--- src/sv/mf3_pkg.sv ---
// ----------------------------------------------------------------------------
// mf3_pkg
// Shared types, constants and compare helpers of the 3x3 median filter.
// ----------------------------------------------------------------------------
package mf3_pkg;

  localparam int unsigned WIN_SIZE        = 9;
  localparam int unsigned PIX_W           = 8;
  localparam int unsigned CFG_W           = 13;
  localparam int unsigned APB_DATA_W      = 32;
  localparam int unsigned APB_ADDR_W      = 3;
  localparam int unsigned DEF_MAX_WIDTH   = 4096;
  localparam int unsigned DEF_MAX_HEIGHT  = 4096;
  localparam int unsigned RESET_WIDTH     = 640;
  localparam int unsigned RESET_HEIGHT    = 480;
  localparam logic [PIX_W-1:0] PIX_MIN    = 8'h00;
  localparam logic [PIX_W-1:0] PIX_MAX    = 8'hFF;

  typedef logic [PIX_W-1:0] pix_t;
  typedef pix_t [WIN_SIZE-1:0] win_t;
  typedef logic [WIN_SIZE-1:0] win_mask_t;

  // Register select, taken from the word address bit
  typedef enum logic {
    REG_IMAGE_WIDTH  = 1'b0,
    REG_IMAGE_HEIGHT = 1'b1
  } reg_sel_e;

  typedef struct packed {
    logic row_end;
    logic frame_end;
  } out_tag_t;

  function automatic pix_t min8(pix_t a, pix_t b);
    return (a < b) ? a : b;
  endfunction

  function automatic pix_t max8(pix_t a, pix_t b);
    return (a < b) ? b : a;
  endfunction

  function automatic pix_t med3(pix_t a, pix_t b, pix_t c);
    return max8(min8(a, b), min8(max8(a, b), c));
  endfunction

  // Pick which clipped positions pad low (zero) so that the 9-point median
  // lands on entry floor(n/2) of the n real neighbours; the rest pad high.
  function automatic win_mask_t pad_low(win_mask_t mask);
    logic [3:0] n;
    logic [3:0] lows;
    logic [3:0] rank;
    win_mask_t  res;
    n    = 4'($countones(mask));
    lows = 4'd4 - (n >> 1);
    rank = 4'd0;
    res  = '0;
    for (int i = 0; i < WIN_SIZE; i++) begin
      if (!mask[i]) begin
        res[i] = (rank < lows);
        rank   = rank + 4'd1;
      end
    end
    return res;
  endfunction

endpackage

--- src/sv/mf3_median9.sv ---
// ----------------------------------------------------------------------------
// mf3_median9
// Pipelined 9-point median: pad clipped taps, sort rows, combine columns.
// ----------------------------------------------------------------------------
module mf3_median9 (
  input  logic               clk_i,
  input  logic               rst_ni,
  input  logic               en_i,
  input  logic               valid_i,
  input  mf3_pkg::win_t      win_i,
  input  mf3_pkg::win_mask_t mask_i,
  input  mf3_pkg::win_mask_t pad_low_i,
  input  mf3_pkg::out_tag_t  tag_i,
  output logic               valid_o,
  output mf3_pkg::pix_t      median_o,
  output mf3_pkg::out_tag_t  tag_o
);

  mf3_pkg::win_t     padded;
  mf3_pkg::pix_t     lo_q [3];
  mf3_pkg::pix_t     mi_q [3];
  mf3_pkg::pix_t     hi_q [3];
  mf3_pkg::pix_t     b_lo_q, b_mi_q, b_hi_q;
  logic              a_valid_q, b_valid_q;
  mf3_pkg::out_tag_t a_tag_q, b_tag_q;

  always_comb begin
    for (int i = 0; i < mf3_pkg::WIN_SIZE; i++) begin
      if (mask_i[i]) begin
        padded[i] = win_i[i];
      end else begin
        padded[i] = pad_low_i[i] ? mf3_pkg::PIX_MIN : mf3_pkg::PIX_MAX;
      end
    end
  end

  always_ff @(posedge clk_i or negedge rst_ni) begin
    if (!rst_ni) begin
      a_valid_q <= 1'b0;
      b_valid_q <= 1'b0;
    end else if (en_i) begin
      a_valid_q <= valid_i;
      b_valid_q <= a_valid_q;
    end
  end

  always_ff @(posedge clk_i) begin
    if (en_i) begin
      for (int r = 0; r < 3; r++) begin
        lo_q[r] <= mf3_pkg::min8(mf3_pkg::min8(padded[3*r], padded[3*r+1]), padded[3*r+2]);
        mi_q[r] <= mf3_pkg::med3(padded[3*r], padded[3*r+1], padded[3*r+2]);
        hi_q[r] <= mf3_pkg::max8(mf3_pkg::max8(padded[3*r], padded[3*r+1]), padded[3*r+2]);
      end
      a_tag_q <= tag_i;
      b_lo_q  <= mf3_pkg::max8(mf3_pkg::max8(lo_q[0], lo_q[1]), lo_q[2]);
      b_mi_q  <= mf3_pkg::med3(mi_q[0], mi_q[1], mi_q[2]);
      b_hi_q  <= mf3_pkg::min8(mf3_pkg::min8(hi_q[0], hi_q[1]), hi_q[2]);
      b_tag_q <= a_tag_q;
    end
  end

  assign valid_o  = b_valid_q;
  assign median_o = mf3_pkg::med3(b_lo_q, b_mi_q, b_hi_q);
  assign tag_o    = b_tag_q;

endmodule

--- config.mk ---
export PLATFORM = sky130hd
export DESIGN_NAME = mf3_median9
export DESIGN_NICKNAME = d
export VERILOG_FILES = /design/src/sv/mf3_pkg.sv /design/src/sv/mf3_median9.sv
export SDC_FILE = /design/constraint.sdc
export NUM_CORES = 1
export LEC_CHECK = 0
export ABC_AREA = 1
export BUFFER_PORTS_ARGS = -buffer_cell sky130_fd_sc_hd__buf_2
export CAP_MARGIN = 20
export CORE_UTILIZATION = 35
export DETAILED_ROUTE_END_ITERATION = 7
export GPL_ROUTABILITY_DRIVEN = 0
export PLACE_DENSITY = 0.49
export SETUP_SLACK_MARGIN = 0.3
export SYNTH_ARGS = -nofsm -noshare
export SYNTH_HDL_FRONTEND = slang
export SYNTH_SLANG_ARGS = --single-unit
--- constraint.sdc ---
create_clock -name clk_i -period 8.5 [get_ports clk_i]
set_clock_uncertainty 0.1 [all_clocks]
set_input_delay 0.85 -clock clk_i [delete_from_list [all_inputs] [get_ports clk_i]]
set_output_delay 0.85 -clock clk_i [all_outputs]
set_load 0.01 [all_outputs]
==> key figures <==
Outcome
  • Run status: finished clean

Yosys
  • Mapped Area: between 10000 and 15000 um^2
  • Yosys Warn Count: 0
  • Synth Register Bits: 102
  • Cells after Synth: 1418
  • Syn nets: around 1700
  • Post-synth EDFFs: 100
  • Synth cell types: 29
  • Seq/Total Area, Yosys: between 20 and 30%
  • FFs w/ async S/R, synth: 1.96%
  • Post-Syn Area per Cell: 7.21 um^2
  • Top FF cell, synth: edfxtp_1

CTS
  • Root Buffer: clkbuf_16
  • # hold bufs at CTS: 0
  • CTS sink cnt: 102
  • Post-CTS Resized: 0
  • Clock transition at path regs: 0.07 ns
  • CTS tree: done
  • Setup bufs post-CTS: 0
  • Clk Latency, worst-skew pair: 0.36 ns
  • CTS buffer count: 9
  • H-tree levels: 3
  • Max Root-Sink Buffers: 2

Power
  • Power per Cell Area: 441 nW/um^2
  • Net Sw Power: 2.61 mW
  • Leak pwr: approximately 5.7 nW
  • Max IR drop VDD: 254 uV
  • Share of power burned in combinational logic: 72.4%
  • Seq pwr share: about a fifth
  • Internal power: about 2.4 mW
  • Clock Power Share: 8.4%
  • Sw Share: 52.2%

Floorplanning
  • Starting Density: 35.6%
  • # rows: 62
  • Chip Width: 173 um
  • # IOs: 107
  • CORE AREA: 28700 um^2
  • Die Ht: between 150 and 200 um
  • Die ar.: 29900 um^2

Global route
  • Number of global-route vias before repair: 8402
  • Antenna violations before repair: 0
  • First-pass GRT wire length: ~42000 um
  • Total congestion overflow: 0
  • Gr usage total: between 10% and 20%
  • GR Util met1: between 20% and 30%
  • Gr busiest metal: met2
  • Global routing usage on met2: between 20% and 30%
  • Met3 usage: 1.45%
  • Largest net degree at the start of global routing: 54

Drt
  • Vias/cell: 4.79
  • ANT nets after route: 0
  • Routed wire length: 26000 um
  • Routed via count: 9040
  • DRC viols: 0
  • Drt first pass iters: 6
  • Initial DRC count: between 500 and 600
  • WL/cell: 13.8 um

Cells and area
  • Share of cells above drive strength 1: 11.7%
  • Final Cell Area: about 11000 um^2
  • Number of nets in the layout: roughly 1700
  • Area grow syn2layout: 10.8%
  • Fillers: 3083
  • Commonest non-fill, non-tap cell in the layout: nand2_1
  • Multi-input gate area: 6300 um^2
  • Final core occ: 39.5%
  • Most frequent cells in the layout: 454 x nand2_1, 164 x inv_1, 164 x o21ai_0, 151 x ha_1, 105 x buf_2
  • Antenna diodes: 0
  • Register Area: around 3100 um^2

STA
  • Hold Violations, Final: 0
  • Final setup fails: 0
  • Setup TNS: 0 ns
  • Setup ws final: 1.67 ns
  • Min cycle time layout: 6.83 ns
  • Slew HR: around 29%
  • Final Hold Slack: 0.156 ns
  • Fmax: 146 MHz
  • Final slew viol count: 0
  • Period Utilization, post-route: between 80% and 90%
  • Worst-margin pin slew: 1.07 ns
  • RSZ-0062 raised after global routing: no

Critical path
  • R2R Path End: b_mi_q[5]
  • Critical path class: reg -> out
  • R2R depth: 22
  • CP required: 7.55 ns
  • Crit end category: output pin
  • Reg-to-reg slack, setup: 2.59 ns
  • Max Fanout on Critical Path: 31
  • CP startpoint: b_lo_q[5]
  • Reg2Reg Launch Point: mi_q[0][5]
  • Crit path DAT: 5.88 ns
  • CP endpoint: median_o[4]
  • Startpoint Class: flop

Placement
  • Placed Area: 11000 um^2
  • Setup slack at placement: 2.09 ns
  • Input/output buffers: 106
  • Hpwl dp: 21900 um

Worst hold path
  • Hold Path Class: in -> async

Flow run
  • Max cap viols: 0
-- metrics by stage --
stage	total power [mW]	cells
5_1_grt	5.66	1887
3_3_place_gp	4.56	1871
2_1_floorplan	3.69	1418
4_1_cts	5.05	1887
3_5_place_dp	4.61	1871
6_report	5.00	1887
-- power by group through the flow --
stage	registers [mW]	clock network (mW)	logic (mW)
3_3_place_gp	0.970	0	3.59
2_1_floorplan	0.922	0	2.76
3_5_place_dp	0.971	0	3.64
4_1_cts	0.960	0.437	3.65
6_report	0.956	0.421	3.62
5_1_grt	0.976	0.455	4.22
-- cells by family (layout without fill, tap and decap cells) --
| group | count (synthesis) | count (layout) | share of synthesized area [%] |
|---|---|---|---|
| and+or+nand+nor | 626 | 626 | 26.1 |
| AOI/OAI and AO/OA | 328 | 328 | 17.0 |
| buffers and inverters | 211 | 296 | 8.53 |
| adders and majority gates | 151 | 151 | 18.5 |
| DFF | 102 | 102 | 29.9 |
-- critical path: stages (launching register included) --
cell,delay (ns)
edfxtp_1,0.42
ha_1,0.33
a21oi_1,0.15
nor2_1,0.06
a211oi_1,0.23
nand2_1,0.52
o21ai_0,0.56
ha_1,0.33
nand2_1,0.09
nor2_1,0.05
a211oi_1,0.25
nand2_1,0.28
inv_1,0.18
nand2_1,0.06
o21ai_0,0.13
inv_1,0.07
ha_1,0.29
a21oi_1,0.13
nor2_1,0.05
a211oi_1,0.80
nand2_2,0.25
nand2_1,0.12
nand2_1,0.05
buf_2,0.13
-- how the worst min path moves through the flow --
stage,start,end,slack [ns]
final,rst_ni,valid_o,0.16
after global routing,rst_ni,valid_o,0.15
after CTS,rst_ni,valid_o,0.15
after detailed placement,a_tag_q[1],tag_o[1],0.30
after global placement,a_tag_q[1],tag_o[1],0.31
after floorplan,a_tag_q[0],tag_o[0],0.30
-- registers in the layout (all words and copies together) (netlist names) --
| name | flops |
|---|---|
| b_mi_q | 8 |
| b_lo_q | 8 |
| lo_q | 24 |
| a_tag_q | 2 |
| a_valid_q | 1 |
| hi_q | 24 |
| mi_q | 24 |
| b_hi_q | 8 |
| valid_o | 1 |
| tag_o | 2 |
-- metal layers --
metal  vias to the layer above  share of wire (%)  wire, um
met1                      3942                 49     12800
met4                         0                1.8       456
met5                         -                  0         0
met2                       152                 46     12100
li1                       4921                  -         -
met3                        25                2.7       692
-- cell usage after synthesis (3+ instances only) --
cell | instances | area [um^2]
nor2_1 | 62 | 233
inv_1 | 164 | 616
ha_1 | 151 | 1890
nand3_1 | 50 | 250
nand3b_1 | 14 | 105
buf_6 | 8 | 90.1
nand2_4 | 12 | 135
o21ai_0 | 164 | 821
nand2_1 | 454 | 1700
o21ai_1 | 38 | 190
buf_2 | 12 | 60.1
and2_1 | 3 | 18.8
edfxtp_1 | 100 | 3000
o211ai_1 | 4 | 30.0
a21oi_1 | 98 | 490
nand2_2 | 22 | 138
a211oi_1 | 16 | 120
a211oi_2 | 3 | 37.5
nand4_1 | 6 | 37.5
inv_2 | 7 | 26.3
clkbuf_1 | 16 | 60.1
-- final cells by class --
cell class,count,share of cell area (%)
clock buffers,9,1.99
clock inverters,7,0.685
multi-input cells,1105,55.6
flip-flops and latches,102,27.0
repair buffers,107,4.77
well taps,384,4.24
inverters,173,5.78
Note: power is estimated with default switching activity, not from simulation.
